**src/sv/rv64ctr_pkg.sv**
```systemverilog
`timescale 1ns / 1ps

package rv64ctr_pkg;

	// Major opcodes, instruction bits 6..0.
	localparam logic [6:0] OPC_AUIPC  = 7'h17;
	localparam logic [6:0] OPC_JAL    = 7'h6f;
	localparam logic [6:0] OPC_JALR   = 7'h67;
	localparam logic [6:0] OPC_BRANCH = 7'h63;

	// funct3 of JALR.
	localparam logic [2:0] F3_JALR = 3'b000;

	// Distance from an instruction to the next one.
	localparam logic [63:0] INSN_BYTES = 64'd4;

	// Kind of control-transfer instruction.
	typedef enum logic [2:0] {
		KIND_NONE,
		KIND_AUIPC,
		KIND_JAL,
		KIND_JALR,
		KIND_BRANCH
	} kind_t;

	// Branch conditions, encoded as their funct3.
	typedef enum logic [2:0] {
		BR_EQ  = 3'b000,
		BR_NE  = 3'b001,
		BR_LT  = 3'b100,
		BR_GE  = 3'b101,
		BR_LTU = 3'b110,
		BR_GEU = 3'b111
	} br_cond_t;

	// Decoded instruction handed from the decoder to the pipeline.
	typedef struct packed {
		kind_t       kind;
		br_cond_t    cond;
		logic [4:0]  rd;
		logic [31:0] imm;
	} dec_t;

endpackage

```
**src/sv/rv64ctr_decode.sv**
```systemverilog
`timescale 1ns / 1ps

module rv64ctr_decode import rv64ctr_pkg::*; (
	input  logic [31:0] instruction,
	output dec_t        dec
);

	logic [6:0]  opcode;
	logic [2:0]  funct3;
	logic [31:0] imm_u;
	logic [31:0] imm_j;
	logic [31:0] imm_i;
	logic [31:0] imm_b;

	assign opcode = instruction[6:0];
	assign funct3 = instruction[14:12];

	// Immediates of the four formats as 32-bit values; J, I and B are sign-extended.
	assign imm_u = {instruction[31:12], 12'b0};
	assign imm_j = {{12{instruction[31]}}, instruction[19:12], instruction[20],
			instruction[30:21], 1'b0};
	assign imm_i = {{20{instruction[31]}}, instruction[31:20]};
	assign imm_b = {{20{instruction[31]}}, instruction[7], instruction[30:25],
			instruction[11:8], 1'b0};

	// Classify the word and pick the matching immediate.
	always_comb begin
		dec.kind = KIND_NONE;
		dec.cond = BR_EQ;
		dec.rd   = instruction[11:7];
		dec.imm  = imm_u;
		unique case (opcode)
			OPC_AUIPC: begin
				dec.kind = KIND_AUIPC;
				dec.imm  = imm_u;
			end
			OPC_JAL: begin
				dec.kind = KIND_JAL;
				dec.imm  = imm_j;
			end
			OPC_JALR: begin
				if (funct3 == F3_JALR) begin
					dec.kind = KIND_JALR;
				end
				dec.imm = imm_i;
			end
			OPC_BRANCH: begin
				// funct3 values 2 and 3 are not branches.
				if (funct3 != 3'b010 && funct3 != 3'b011) begin
					dec.kind = KIND_BRANCH;
					dec.cond = br_cond_t'(funct3);
				end
				dec.imm = imm_b;
			end
			default: begin
				dec.kind = KIND_NONE;
			end
		endcase
	end

endmodule

```
**src/sv/rv64_control_transfer_resolver_core.sv**
```systemverilog
`timescale 1ns / 1ps

// RV64I control-transfer resolver.
// An instruction beat (instruction, pc, rs1_value, rs2_value, execute) is taken
// at each rising edge where start is high and busy is low. busy never rises:
// the unit is a three-stage pipeline that takes a new beat every cycle.
// Stage 1 decodes the word and its immediate, stage 2 does the 64-bit target
// and link additions and the branch compare, stage 3 forms the register write
// and the next PC.
// The result of a beat is on the output ports for exactly one cycle with done
// high once the beat has passed stages 1, 2 and 3; the receiver cannot stall,
// so results leave in order at the rate at which beats came in.
// recognized tells whether the word is AUIPC, JAL, JALR or a branch. With
// execute low only classification is reported; rd_write, rd_index, rd_value
// and redirected are then zero and next_pc is pc+4.
// The asynchronous reset arst_n drops every beat in flight and clears done.
module rv64_control_transfer_resolver_core import rv64ctr_pkg::*; (
	input  logic        clk,
	input  logic        arst_n,
	input  logic        start,
	output logic        busy,
	input  logic [31:0] instruction,
	input  logic [63:0] pc,
	input  logic [63:0] rs1_value,
	input  logic [63:0] rs2_value,
	input  logic        execute,
	output logic        done,
	output logic        recognized,
	output logic        rd_write,
	output logic [4:0]  rd_index,
	output logic [63:0] rd_value,
	output logic        redirected,
	output logic [63:0] next_pc
);

	dec_t dec;

	logic        valid_s1;
	dec_t        dec_s1;
	logic [63:0] pc_s1;
	logic [63:0] rs1_s1;
	logic [63:0] rs2_s1;
	logic        exec_s1;

	logic        valid_s2;
	kind_t       kind_s2;
	logic [4:0]  rd_s2;
	logic        exec_s2;
	logic        take_s2;
	logic [63:0] sum_s2;
	logic [63:0] link_s2;

	logic        valid_s3;
	logic        recog_s3;
	logic        wr_s3;
	logic [4:0]  rd_s3;
	logic [63:0] val_s3;
	logic        redir_s3;
	logic [63:0] npc_s3;

	logic [63:0] base;
	logic [63:0] imm64;
	logic        take;
	logic        is_jump;
	logic        wr;
	logic        redir;
	logic [63:0] target;

	assign busy = 1'b0;

	rv64ctr_decode u_decode (
		.instruction (instruction),
		.dec         (dec)
	);

	// Stage 1 valid bit.
	always_ff @(posedge clk or negedge arst_n) begin
		if (!arst_n) begin
			valid_s1 <= 1'b0;
		end else begin
			valid_s1 <= start && !busy;
		end
	end

	// Stage 1 payload: decoded word and operands.
	always_ff @(posedge clk) begin
		if (start && !busy) begin
			dec_s1  <= dec;
			pc_s1   <= pc;
			rs1_s1  <= rs1_value;
			rs2_s1  <= rs2_value;
			exec_s1 <= execute;
		end
	end

	// JALR adds to rs1, everything else to the pc.
	assign base  = (dec_s1.kind == KIND_JALR) ? rs1_s1 : pc_s1;
	assign imm64 = {{32{dec_s1.imm[31]}}, dec_s1.imm};

	// Branch condition.
	always_comb begin
		case (dec_s1.cond)
			BR_EQ:   take = (rs1_s1 == rs2_s1);
			BR_NE:   take = (rs1_s1 != rs2_s1);
			BR_LT:   take = ($signed(rs1_s1) < $signed(rs2_s1));
			BR_GE:   take = ($signed(rs1_s1) >= $signed(rs2_s1));
			BR_LTU:  take = (rs1_s1 < rs2_s1);
			BR_GEU:  take = (rs1_s1 >= rs2_s1);
			default: take = 1'b0;
		endcase
	end

	// Stage 2 valid bit.
	always_ff @(posedge clk or negedge arst_n) begin
		if (!arst_n) begin
			valid_s2 <= 1'b0;
		end else begin
			valid_s2 <= valid_s1;
		end
	end

	// Stage 2 payload: sum, link address and branch outcome.
	always_ff @(posedge clk) begin
		if (valid_s1) begin
			kind_s2 <= dec_s1.kind;
			rd_s2   <= dec_s1.rd;
			exec_s2 <= exec_s1;
			take_s2 <= take;
			sum_s2  <= base + imm64;
			link_s2 <= pc_s1 + INSN_BYTES;
		end
	end

	// Register write and redirect decisions.
	assign is_jump = (kind_s2 == KIND_JAL) || (kind_s2 == KIND_JALR);
	assign wr      = exec_s2 && (rd_s2 != 5'd0) && (is_jump || kind_s2 == KIND_AUIPC);
	assign redir   = exec_s2 && (is_jump || (kind_s2 == KIND_BRANCH && take_s2));
	assign target  = (kind_s2 == KIND_JALR) ? {sum_s2[63:1], 1'b0} : sum_s2;

	// Stage 3 valid bit, which is the result strobe.
	always_ff @(posedge clk or negedge arst_n) begin
		if (!arst_n) begin
			valid_s3 <= 1'b0;
		end else begin
			valid_s3 <= valid_s2;
		end
	end

	// Stage 3 payload: the result beat.
	always_ff @(posedge clk) begin
		if (valid_s2) begin
			recog_s3 <= (kind_s2 != KIND_NONE);
			wr_s3    <= wr;
			rd_s3    <= wr ? rd_s2 : 5'd0;
			val_s3   <= wr ? ((kind_s2 == KIND_AUIPC) ? sum_s2 : link_s2) : 64'd0;
			redir_s3 <= redir;
			npc_s3   <= redir ? target : link_s2;
		end
	end

	assign done       = valid_s3;
	assign recognized = recog_s3;
	assign rd_write   = wr_s3;
	assign rd_index   = rd_s3;
	assign rd_value   = val_s3;
	assign redirected = redir_s3;
	assign next_pc    = npc_s3;

endmodule

```
**config.mk**
```make
export PLATFORM = sky130hd
export DESIGN_NAME = rv64_control_transfer_resolver_core
export DESIGN_NICKNAME = d
export VERILOG_FILES = /design/src/sv/rv64ctr_pkg.sv /design/src/sv/rv64ctr_decode.sv /design/src/sv/rv64_control_transfer_resolver_core.sv
export SDC_FILE = /design/constraint.sdc
export NUM_CORES = 1
export LEC_CHECK = 0
export BUFFER_PORTS_ARGS = -buffer_cell sky130_fd_sc_hd__buf_2
export CAP_MARGIN = 20
export CORE_ASPECT_RATIO = 0.7
export CORE_MARGIN = 2
export CORE_UTILIZATION = 38
export CTS_CLUSTER_SIZE = 8
export DETAILED_ROUTE_END_ITERATION = 7
export GPL_ROUTABILITY_DRIVEN = 0
export SLEW_MARGIN = 30
export SYNTH_ARGS = -nofsm -noshare
export SYNTH_HDL_FRONTEND = slang
export SYNTH_SLANG_ARGS = --single-unit
```
**constraint.sdc**
```tcl
create_clock -name clk -period 10.38 [get_ports clk]
set_clock_uncertainty 0.2 [all_clocks]
set_input_delay 2.076 -clock clk [delete_from_list [all_inputs] [get_ports clk]]
set_output_delay 2.076 -clock clk [all_outputs]
set_load 0.02 [all_outputs]
```
-- Word level (Yosys, flattened, before mapping)
Cells that the tools add are included.
- register bits after elaboration: 513
- input port bits: 228
- output and inout bits: 138
- word-level logic and storage cells: 69
- add/subtract/negate cells: 2
- $lt $le $gt $ge: 4
- eq/ne operators: 18
- mux-type cells: 9
- reduce and logical (&&, ||, !) cells: 13
- operator list (kind ; count):
    64-bit 2-to-1 mux ; 3
    64-bit >= comparator ; 2
    64-bit < comparator ; 2
    31-bit one-hot mux with 3 select lines ; 1
    64-bit by 3-bit adder with 64-bit output (second input constant) ; 1
    64-bit adder ; 1
    64-bit == test ; 1
    64-bit inequality test ; 1
    7-bit == test (second input constant) ; 3
    3-bit == test (second input constant) ; 5
    3-bit one-hot mux with 4 select lines ; 1
    3-bit by 2-bit == test with 1-bit output (second input constant) ; 3
    7-bit by 5-bit == test with 1-bit output (second input constant) ; 1
    3-bit by 1-bit == test with 1-bit output (second input constant) ; 2
    3-bit zero test ; 2
    6-bit 2-to-1 mux ; 1
    3-bit by 2-bit inequality test with 1-bit output (second input constant) ; 2
    1-bit one-hot mux with 6 select lines ; 1
    1-bit logical AND ; 5
    5-bit nonzero test ; 1
    1-bit logical OR ; 3
    3-bit nonzero test ; 1
    2-bit 2-to-1 mux ; 1
    2-bit AND reduction ; 1
    1-bit 2-to-1 mux ; 1

-- Longest topological paths before layout
Gate-level depths: netlist (run 1).
- depth in word-level cells: 5
- depth in mapped cells: 17
- mapped depth without buffers: 15

-- By module
Synthesis (run 1) repeated with hierarchy kept, for this count alone.
- cells, all modules: 2031
- area, all modules: 24955.2 um2
- by module, submodules not included (module ; times used ; cells each ; area each (um2) ; sequential area each (um2)):
    rv64_control_transfer_resolver_core ; 1 ; 1958 ; 24420.9 ; 15389.8
    rv64ctr_decode ; 1 ; 73 ; 534.3 ; 0.0

-- Worst setup path after synthesis (run 1)
No wires, ideal clock.
- kind: reg2reg
- start: reg dec_s1[40] (netlist name)
- end: reg sum_s2[63], data pin
- arrival time: 3.786 ns
- path slack: 6.134 ns
- stages on the path, launching flop included: 17
- buffers on the path: 3
- period minus slack after synthesis: 4.246 ns
- cell sequence: edfxtp_1 nand3b_1 clkbuf_1 clkbuf_1 mux2_2 ha_1 buf_2 nand4_1 nor3_1 a22o_2 o21ai_1 a311o_1 a21oi_2 o211ai_2 a211oi_2 o221ai_2 xnor2_1
- longest elaborated chain between the ends: 3
- RTL lines (item ; RTL line ; source):
    start, declared ; rv64_control_transfer_resolver_core.sv:39 ; dec_t dec_s1;
    start signal, assigned ; rv64_control_transfer_resolver_core.sv:88 ; dec_s1 <= dec;
    3-bit by 2-bit == test with 1-bit output ; rv64_control_transfer_resolver_core.sv:97 ; assign base = (dec_s1.kind == KIND_JALR) ? rs1_s1 : pc_s1;
    64-bit 2-to-1 mux ; rv64_control_transfer_resolver_core.sv:97 ;
    64-bit adder ; rv64_control_transfer_resolver_core.sv:129 ; sum_s2 <= base + imm64;
    end signal, assigned ; rv64_control_transfer_resolver_core.sv:129 ;
    end, declared ; rv64_control_transfer_resolver_core.sv:50 ; logic [63:0] sum_s2;
No other way between the ends.
A chain may end at the register's enable or synchronous reset.

-- Final worst setup path (run 1)
- start: reg dec_s1[41] (netlist name)
- end: reg sum_s2[58], data pin
Same word-level chain as after synthesis.

==> results.txt, run 1 <==
Leakage Power: 12.36 nW
hold_ws: 217.5 ps
first-pass GRT wire length: 102900 um
Setup crit start kind: flip-flop
post-route antenna net violation count: 0
die area: 67030 um^2
vias in the first global route: 16560
DRT Pass-1 Iters: 5
Final Setup Violations: 0
critical path class: reg2reg
most common cell after layout, fill and taps aside: edfxtp_1
Post-DP Area: 27410 um^2
# resized after CTS: 0
H-tree levels: 3
fmax: 0.1982 GHz
Clk pin slew, worst setup/hold paths: 50 ps
design area: 29520 um^2
Final Hold Fails: 0
Post-DP HPWL: 53210 um
GRT Util Overall: 0.2081
fin. max-slew vios: 0
Port Buffers: 364
initial antenna violation count: 9
area delta synth->final: 19.59%
crit path max fanout: 65
Cells after Synth: 2007
Clock Path Buffers: 3
CTS tree: yes
Tightest Hold Check Type: reg2reg
pwr dens: 194.9 nW/um^2
Starting Density: 0.3826
most frequent cells in the layout: 510 x edfxtp_1, 421 x nand2_1, 363 x buf_2, 151 x a21oi_1, 128 x ha_1
core area: 64510 um^2
Die Y: 217.2 um
nature of the critical path endpoint: flip-flop
DRT iter0 DRCs: 1502
Top FF cell, synth: edfxtp_1
clk sinks: 513
via count: 17230
wire per inst: 21.28 um
cts bufs inserted: 74
Post-synth EDFFs: 510
async set-reset flop share out of synthesis: 0.005848
Worst Tran Pin Value: 954.7 ps
layout cells sized above 1: 0.2272
hold buffers post-CTS: 0
TNS Setup: 0 ps
Root Buffer: clkbuf_16
GRT Residual Overflow: 0
clk_lat worst skew: 610 ps
Post-Route WL: 70330 um
Peak VDD IR: 0.0001043 V
Tmin final: 5046 ps
FILL cells: 5819
Post-route DRC: 0
MaxCap Viol Count: 0
status: finished clean
part of the Yosys area used for sequential elements: 0.6236
number of nets in the layout: 2748
Worst EP required: 10530 ps
Post-Synthesis Cell Area: 24680 um^2
count of different cell masters after synthesis: 86
critical path arrival: 5190 ps
vias per std cell: 5.215
Synth Area per Inst: 12.30 um^2
Worst slew margin: 0.3586
largest net degree at the start of global routing: 105
row count: 78
die width: 308.6 um
postcts setup bufs: 0
synthesis-stage register bit count: 513
RSZ-0062 raised after global routing: false
Top-Level Pins: 366
syn_nets: 2364
Synth warnings: 0
Tcrit/Tclk final: 0.4861
## cell type report
type | count | area, um^2 | area share
flip-flops and latches | 513 | 15400 | 0.5217
multi-input cells | 1345 | 8691 | 0.2944
clock buffers | 93 | 1944 | 0.06588
repair buffers | 375 | 1926 | 0.06524
well taps | 880 | 1101 | 0.03730
inverters | 82 | 307.8 | 0.01043
clock inverters | 8 | 126.4 | 0.004281
diodes | 9 | 22.52 | 0.0007630
## critical path: stages, from the launching register on
cell	delay (ps)
edfxtp_1	390
nand3b_1	100
buf_4	620
mux2_2	450
fa_1	440
a21o_1	200
a31oi_1	280
o31ai_1	190
a21oi_1	340
a2bb2oi_1	480
o2111ai_1	280
a311oi_2	430
o21ai_0	180
xor2_1	160
## per-layer routing
metal | share of wire | routed length [um] | vias to the layer above | track usage
li1 | - | - | 8087 | -
met1 | 0.47 | 33380 | 8323 | 0.3162
met2 | 0.42 | 29250 | 727 | 0.2896
met3 | 0.085 | 6007 | 95 | 0.04859
met4 | 0.024 | 1676 | 2 | 0.06829
met5 | 0.00018 | 13 | - | 0
## worst paths after layout
kind | end | slack, ps | start | cells after the start
min reg2reg | rd_s2[0] | 220 | dec_s1[32] | 0
max reg2reg | sum_s2[58] | 5330 | dec_s1[41] | 13
max in group asynchronous | valid_s2 | 8750 | arst_n | 1
min | rd_s2[0] | 220 | dec_s1[32] | 0
max | sum_s2[58] | 5330 | dec_s1[41] | 13
min in group asynchronous | valid_s1 | 1080 | arst_n | 1
## where the power goes
group	internal (mW)	leakage, nW	switching [mW]
clock	1.31	1.00	0.877
combinational	0.334	6.20	0.525
sequential	2.55	5.16	0.163
## cell usage after synthesis, types with 5 or more instances
cell type / number / area [um^2]
nand3_1: 44 / 220.2
nor3_1: 15 / 75.07
mux2_2: 62 / 698.2
nor2b_1: 19 / 118.9
inv_1: 81 / 304.0
xor2_1: 36 / 315.3
buf_2: 5 / 25.02
nor2_1: 60 / 225.2
o21bai_1: 9 / 67.56
nand3b_1: 5 / 37.54
nand2_1: 421 / 1580
o21a_1: 11 / 82.58
a21oi_1: 151 / 755.7
a31oi_1: 6 / 37.54
clkbuf_1: 48 / 180.2
nand4_1: 36 / 225.2
ha_1: 128 / 1602
a211oi_1: 7 / 52.55
nand2b_1: 6 / 37.54
o21ai_0: 49 / 245.2
and2_1: 12 / 75.07
buf_4: 5 / 37.54
and3_1: 23 / 143.9
a21o_1: 65 / 488.0
edfxtp_1: 510 / 15310
and4_1: 11 / 96.34
xnor2_1: 87 / 762.0
## sequential cells by signal (all words and copies together), names as in the netlist, 3 cells and up
| name | count |
|---|---|
| link_s2 | 64 |
| kind_s2 | 3 |
| pc_s1 | 64 |
| dec_s1 | 43 |
| sum_s2 | 64 |
| next_pc | 64 |
| rs2_s1 | 64 |
| rs1_s1 | 64 |
| rd_index | 5 |
| rd_value | 64 |
| rd_s2 | 5 |
## metrics by stage
step / power [mW] / util / std cells / setup WS [ps]
5_1_grt: 6.008 / 0.4574 / 3302 / 4996
6_report: 5.754 / 0.4575 / 3305 / 5334
2_1_floorplan: 3.242 / - / 2007 / 6134
3_5_place_dp: 3.593 / 0.4249 / 3195 / 5362
4_1_cts: 5.799 / 0.4570 / 3296 / 5316
3_3_place_gp: 3.572 / 0.4249 / 3195 / 5405
## kinds of logic (layout without fill, tap and decap cells)
kind of cell    count (synthesis)  in the layout  share of synthesized area
other cells                     1             10                  0.0001519
buf+inv                       149            558                    0.02550
flops                         513            513                     0.6236
compound gates                348            348                    0.08867
simple gates                  678            678                     0.1228
xor+xnor                      123            123                    0.04365
fa+ha+maj                     129            129                    0.06570
mux                            66             66                    0.02991
Note: power is estimated with default switching activity, not from simulation.
==> run 2: changes to the inputs <==
--- a/config.mk
+++ b/config.mk
@@ -5,6 +5,7 @@
 export SDC_FILE = /design/constraint.sdc
 export NUM_CORES = 1
 export LEC_CHECK = 0
+export ABC_AREA = 1
 export BUFFER_PORTS_ARGS = -buffer_cell sky130_fd_sc_hd__buf_2
 export CAP_MARGIN = 20
 export CORE_ASPECT_RATIO = 0.7
==> constraint.sdc (replaced) <==
create_clock -name clk -period 5.26 [get_ports clk]
set_clock_uncertainty 0.2 [all_clocks]
set_input_delay 1.052 -clock clk [delete_from_list [all_inputs] [get_ports clk]]
set_output_delay 1.052 -clock clk [all_outputs]
set_load 0.02 [all_outputs]
==> run 2 against run 1 <==
Compared with the run above:
- core utilization is 0.078 points lower
- via count rose by 15%
- worst hold slack about the same
- cell count is 19% higher
- clock power increased by 95%
- synthesized cell count is 29% higher
- setup slack worse by 4200 ps
- fmax rose by 21%
- final area grew 5.3%
- combinational power is 130% higher
- sequential cell count unchanged
==> results.txt, run 2 <==
vias in the first global route: 18550 (was 16560)
clk_lat worst skew: 620 ps (was 610 ps)
Worst Tran Pin Value: 929.8 ps (was 954.7 ps)
Top FF cell, synth: edfxtp_1 (unchanged)
Post-synth EDFFs: 510 (unchanged)
register area: 15400 um^2 (unchanged)
MaxCap Viol Count: 0 (unchanged)
# resized after CTS: 0 (unchanged)
Post-DP Area: 29020 um^2 (was 27410 um^2)
Port Buffers: 364 (unchanged)
fmax: 0.2400 GHz (was 0.1982 GHz)
GRT Residual Overflow: 0 (unchanged)
Peak VDD IR: 0.0002500 V (was 0.0001043 V)
die width: 317.1 um (was 308.6 um)
pwr dens: 371.3 nW/um^2 (was 194.9 nW/um^2)
DRT Pass-1 Iters: 8 (was 5)
Cells after Synth: 2590 (was 2007)
Yosys top cell area share: 0.5873 (was 0.6205)
Synth warnings: 0 (unchanged)
number of nets in the layout: 3352 (was 2748)
Post-Synth Adder-Cell Area: 0.06219 (was 0.06570)
Tightest Hold Check Type: reg2reg (unchanged)
Simple-Gate Fraction of Synth Area: 0.1775 (was 0.1228)
largest net degree at the start of global routing: 137 (was 105)
count of different cell masters after synthesis: 47 (was 86)
Synth Area per Inst: 10.07 um^2 (was 12.30 um^2)
Final Hold Fails: 0 (unchanged)
Tcrit/Tclk final: 0.7920 (was 0.4861)
H-tree levels: 3 (unchanged)
via count: 19890 (was 17230)
first-pass GRT wire length: 115300 um (was 102900 um)
design area: 31090 um^2 (was 29520 um^2)
critical path arrival: 4320 ps (was 5190 ps)
wire per inst: 20.25 um (was 21.28 um)
crit path max fanout: 100 (was 65)
Root Buffer: clkbuf_16 (unchanged)
Starting Density: 0.3831 (was 0.3826)
syn_nets: 2947 (was 2364)
Post-Synthesis Cell Area: 26080 um^2 (was 24680 um^2)
CTS tree: yes (unchanged)
DRT iter0 DRCs: 2300 (was 1502)
core area: 68070 um^2 (was 64510 um^2)
Top-Level Pins: 366 (unchanged)
Post-DP HPWL: 62170 um (was 53210 um)
Post-Route WL: 79400 um (was 70330 um)
vias per std cell: 5.073 (was 5.215)
Worst slew margin: 0.3801 (was 0.3586)
Clk pin slew, worst setup/hold paths: 50 ps (about the same)
row count: 80 (was 78)
nature of the critical path endpoint: flip-flop (unchanged)
Die Y: 223.2 um (was 217.2 um)
status: finished clean (unchanged)
part of the Yosys area used for sequential elements: 0.5902 (was 0.6236)
top cell type by total area after synthesis: edfxtp_1 (unchanged)
async set-reset flop share out of synthesis: 0.005848 (unchanged)
FILL cells: 6506 (was 5819)
top cells by count, synth: 666 x nand2_1, 510 x edfxtp_1, 301 x inv_1, 243 x nor2_1, 229 x a21oi_1 (was 510 x edfxtp_1, 421 x nand2_1, 151 x a21oi_1, 128 x ha_1, 87 x xnor2_1)
ranking of synthesized cells by area: edfxtp_1 59%, nand2_1 9.6%, ha_1 6.1% (was edfxtp_1 62%, ha_1 6.5%, nand2_1 6.4%)
layout cells sized above 1: 0.1703 (was 0.2272)
synthesis-stage register bit count: 513 (unchanged)
Setup crit start kind: flip-flop (unchanged)
TNS Setup: 0 ps (unchanged)
most frequent cells in the layout: 664 x nand2_1, 510 x edfxtp_1, 363 x buf_2, 301 x inv_1, 243 x nor2_1 (was 510 x edfxtp_1, 421 x nand2_1, 363 x buf_2, 151 x a21oi_1, 128 x ha_1)
Worst EP required: 5420 ps (was 10530 ps)
fin. max-slew vios: 0 (unchanged)
Post-route DRC: 0 (unchanged)
GRT Util Overall: 0.2218 (was 0.2081)
Clock Path Buffers: 3 (unchanged)
critical path class: reg2reg (unchanged)
compound-gate portion of the synthesized area: 0.07557 (was 0.08867)
Tmin final: 4166 ps (was 5046 ps)
Final Setup Violations: 0 (unchanged)
largest family of logic cells by synthesized area: simple AND/OR/NAND/NOR gates (unchanged)
most common cell after layout, fill and taps aside: nand2_1 (was edfxtp_1)
cts bufs inserted: 74 (unchanged)
RSZ-0062 raised after global routing: false (unchanged)
top-count cell post-synth: nand2_1 (was edfxtp_1)
Leakage Power: 13.53 nW (was 12.36 nW)
area delta synth->final: 19.23% (was 19.59%)
clk sinks: 513 (unchanged)
postcts setup bufs: 0 (unchanged)
multiplexer area fraction after synthesis: 0.007341 (was 0.02991)
die area: 70770 um^2 (was 67030 um^2)
Multi-input gate area: 9376 um^2 (was 8691 um^2)
Synth Area in XOR/XNOR: 0.03627 (was 0.04365)
initial antenna violation count: 8 (was 9)
post-route antenna net violation count: 0 (unchanged)
## run 2: layout make-up
| class | instances | share of cell area |
|---|---|---|
| antenna | 6 | 0.0004829 |
| tap | 902 | 0.03630 |
| multi-input combinational | 1725 | 0.3016 |
| clock buffer | 87 | 0.06250 |
| sequential | 513 | 0.4953 |
| timing repair buffer | 377 | 0.06479 |
| inverter | 304 | 0.03670 |
| clock inverter | 7 | 0.002374 |
## run 2: critical path, cell delays in order, from the launching register on
cell,delay (ps)
edfxtp_1,380
nand3b_1,500
buf_12,400
nor2_1,170
a21oi_1,80
ha_1,480
nand2_1,140
nor2_1,120
inv_1,70
nor2_1,120
inv_1,60
nor3_1,400
nand4_1,180
nand3_1,240
nand2_1,80
inv_1,70
nor2_1,40
nand2_1,70
nand2_1,50
## run 2: cell families (layout without fill, tap and decap cells)
kind of cell,count (synthesis),count (layout)
AO/OA/AOI/OAI,370,370
XOR/XNOR,108,108
adder cells (fa/ha/maj),129,129
buffers and inverters,352,775
flip-flops,513,513
multiplexers,17,17
other,1,7
AND/OR/NAND/NOR,1100,1100
## run 2: path summary, 6_finish.rpt
check | cells past startpoint | slack (ps) | end | start
hold reg to reg | 0 | 220 | rd_s2[0] | dec_s1[32]
setup reg to reg | 18 | 1090 | sum_s2[48] | dec_s1[42]
min in group asynchronous | 2 | 560 | valid_s1 | arst_n
max in group asynchronous | 2 | 4180 | valid_s2 | arst_n
hold / removal | 0 | 220 | rd_s2[0] | dec_s1[32]
setup / recovery | 18 | 1090 | sum_s2[48] | dec_s1[42]
## run 2: power by group
group / internal [mW] / switching [mW]
logic: 0.632 / 1.34
clock network: 2.57 / 1.70
registers: 5.03 / 0.275
total: 8.23 / 3.32
## run 2: layer usage
metal  share of wire  vias up  wire length (um)  GRT usage
li1                -     9577                 -          -
met1            0.48     9225             38500     0.3552
met2            0.38      972             30440     0.2825
met3            0.11      118              8755    0.06786
met5               0        -                 0          0
met4           0.021        0              1699    0.05770
## run 2: what timing repair did
action | in CTS | in global routing
endpoints found under the hold margin | 3 | 0
hold buffers | 1 | 0
endpoints found under the setup margin | 0 | 0
## run 2: through the flow
stage          worst slack, ps  instances  total power, mW  hold slack (ps)    util
2_1_floorplan             1462       2590            6.460            200.3       -
3_3_place_gp              1281       3819            7.293            201.7  0.4264
3_5_place_dp              1259       3819            7.301            204.5  0.4264
4_1_cts                   1239       3914            11.61            212.7  0.4561
5_1_grt                  903.4       3920            12.05            220.9  0.4567
6_report                  1094       3921            11.54            217.1  0.4568
==> run 3: changes to the inputs <==
==> constraint.sdc (replaced) <==
create_clock -name clk -period 3.5 [get_ports clk]
set_clock_uncertainty 0.2 [all_clocks]
set_input_delay 0.7 -clock clk [delete_from_list [all_inputs] [get_ports clk]]
set_output_delay 0.7 -clock clk [all_outputs]
set_load 0.02 [all_outputs]
==> run 3 against run 2 <==
Compared with the run above:
- the run now ends with setup timing left
- worst hold slack lost 170 ps
- global-route usage grew 0.30 points
- total power grew 57%
- highest routed layer unchanged
- largest cell class unchanged
- critical endpoint is now sum_s2[49]
==> results.txt, run 3 (synthesis gave the netlist of run 2 again) <==
Post-DP Area: 29910 um^2 (was 29020 um^2)
final std cells w/o fill: 4077 (was 3921)
core area: 68070 um^2 (unchanged)
Top delay family on crit path: simple AND/OR/NAND/NOR gates (unchanged)
Post-Route WL: 82020 um (was 79400 um)
cts bufs inserted: 75 (was 74)
Die Y: 223.2 um (unchanged)
Worst Tran Pin Value: 855.0 ps (was 929.8 ps)
cells on worst reg2reg path: 18 (unchanged)
crit path max fanout: 25 (was 100)
layout cells sized above 1: 0.2536 (was 0.1703)
Final WS setup: -22.31 ps (was 1094 ps)
Multi-input gate area: 10080 um^2 (was 9376 um^2)
Port Buffers: 364 (unchanged)
Final Hold Fails: 0 (unchanged)
Final Setup Violations: 1 (was 0)
CP bufs+invs: 6 (was 4)
crit-path max cell delay: 380 ps (was 500 ps)
Top-Level Pins: 366 (unchanged)
number of cells on the critical path: 18 (unchanged)
Leakage Power: 14.39 nW (was 13.53 nW)
DRT Pass-1 Iters: 5 (was 8)
Tightest Hold Check Type: in2reg (was reg2reg)
row count: 80 (unchanged)
Post-route DRC: 0 (unchanged)
RSZ-0062 raised after global routing: true (was false)
MaxCap Viol Count: 0 (unchanged)
area delta synth->final: 26.96% (was 19.23%)
Clk pin slew, worst setup/hold paths: 50 ps (about the same)
Total Power: 18.15 mW (was 11.54 mW)
status: finished, violations left (was finished clean)
Worst EP required: 3650 ps (was 5420 ps)
post-route antenna net violation count: 0 (unchanged)
GRT Util Overall: 0.2248 (was 0.2218)
H-tree levels: 3 (unchanged)
Clock Path Buffers: 3 (unchanged)
nature of the critical path endpoint: flip-flop (unchanged)
register area: 15400 um^2 (unchanged)
GRT Residual Overflow: 0 (unchanged)
placed cells: 3927 (was 3819)
FILL cells: 6229 (was 6506)
critical path arrival: 3680 ps (was 4320 ps)
hold_ws: 46.29 ps (was 217.1 ps)
critical path class: reg2reg (unchanged)
Root Buffer: clkbuf_16 (unchanged)
Tcrit/Tclk final: 1.006 (was 0.7920)
Min-Delay Path Depth: 1 (was 0)
Setup crit start kind: flip-flop (unchanged)
die area: 70770 um^2 (unchanged)
Worst slew margin: 0.4300 (was 0.3801)
vias per std cell: 5.007 (was 5.073)
Peak VDD IR: 0.0003672 V (was 0.0002500 V)
fin. max-slew vios: 0 (unchanged)
largest net degree at the start of global routing: 71 (was 137)
Post-DP HPWL: 63640 um (was 62170 um)
initial antenna violation count: 9 (was 8)
clk_lat worst skew: 640 ps (was 620 ps)
design area: 33110 um^2 (was 31090 um^2)
wire per inst: 20.12 um (was 20.25 um)
number of nets in the layout: 3493 (was 3352)
die width: 317.1 um (unchanged)
Starting Density: 0.3831 (unchanged)
CTS tree: yes (unchanged)
vias in the first global route: 19180 (was 18550)
CP cell instances: nand3b_1 -> buf_4 -> buf_12 -> clkbuf_16 -> a21oi_1 -> ha_1 -> nand2_2 -> nor2_4 -> inv_1 -> nor2_2 -> inv_1 -> nor2_4 -> nand4_1 -> nand3_2 -> a21oi_4 -> buf_4 -> nand2_1 -> nand2_1 (was nand3b_1 -> buf_12 -> nor2_1 -> a21oi_1 -> ha_1 -> nand2_1 -> nor2_1 -> inv_1 -> nor2_1 -> inv_1 -> nor3_1 -> nand4_1 -> nand3_1 -> nand2_1 -> inv_1 -> nor2_1 -> nand2_1 -> nand2_1)
Tmin final: 3522 ps (was 4166 ps)
most frequent cells in the layout: 649 x nand2_1, 510 x edfxtp_1, 363 x buf_2, 300 x inv_1, 202 x nor2_1 (was 664 x nand2_1, 510 x edfxtp_1, 363 x buf_2, 301 x inv_1, 243 x nor2_1)
CP max stage cell: edfxtp_1 (was nand3b_1)
first-pass GRT wire length: 116700 um (was 115300 um)
most common cell after layout, fill and taps aside: nand2_1 (unchanged)
violated checks: setup timing
via count: 20410 (was 19890)
clk sinks: 513 (unchanged)
pwr dens: 548.1 nW/um^2 (was 371.3 nW/um^2)
fmax: 0.2839 GHz (was 0.2400 GHz)
DRT iter0 DRCs: 2398 (was 2300)
==> run 3: cell types whose count changed in the layout (fill, tap and decap cells not counted), sizes merged <==
cell,previous run,this run
clkinv,5,7
buf,376,507
diode,6,9
inv,306,307
dlygate4sd3,1,6
clkbuf,87,101
==> run 3: stage by stage <==
| stage | setup WS (ps) | utilization | setup TNS (ps) |
|---|---|---|---|
| floorplan | 10.08 | - | 0 |
| global placement | -142.7 | 0.4394 | -203.4 |
| detailed placement | -167.9 | 0.4394 | -189.9 |
| CTS | -16.42 | 0.4717 | -16.42 |
| global route | -63.93 | 0.4863 | -623.9 |
| finish | -22.31 | 0.4864 | -22.31 |
==> run 3: worst reg2reg max path: cells and delay by family (launching register included) <==
family,cells,cell delay (ps)
adders and majority gates,1,260
DFF,1,380
AOI/OAI and AO/OA,2,340
buffers and inverters,6,840
and+or+nand+nor,9,1220
==> run 3: worst paths after layout <==
path                            start  slack (ps)         end
min reg2reg                dec_s1[33]         220    rd_s2[1]
max reg2reg                dec_s1[42]         -20  sum_s2[49]
min in group asynchronous      arst_n         190    valid_s1
max in group asynchronous      arst_n        2780    valid_s2
min                            pc[13]          50   pc_s1[13]
max                        dec_s1[42]         -20  sum_s2[49]
==> run 3: what timing repair did <==
item                                   in CTS  in global routing
resized for setup                           8                184
hold buffers                                6                  0
setup buffers                               0                 24
endpoints found under the hold margin       8                  0
cloned                                      0                  4
pin swaps                                   0                 32
setup endpoints to repair                   5                 39
==> run 3: power breakdown <==
part | total, mW | internal (mW) | switching (mW)
Sequential | 7.98 | 7.55 | 0.433
Clock | 6.61 | 3.95 | 2.66
Combinational | 3.56 | 1.34 | 2.22
Total | 18.1 | 12.8 | 5.31
==> run 3: cell type report <==
class	count	share of cell area
clock inverters	10	0.003968
inverters	304	0.03447
repair buffers	517	0.09732
diodes	9	0.0006803
well taps	902	0.03409
multi-input cells	1725	0.3045
flip-flops and latches	513	0.4651
clock buffers	97	0.05983
==> run 3: metal layers <==
metal,share of wire,up-vias,track usage
met2,0.39,956,0.2896
met1,0.48,9485,0.3571
met5,0,-,0
met3,0.11,88,0.06758
li1,-,9885,-
met4,0.019,0,0.06073
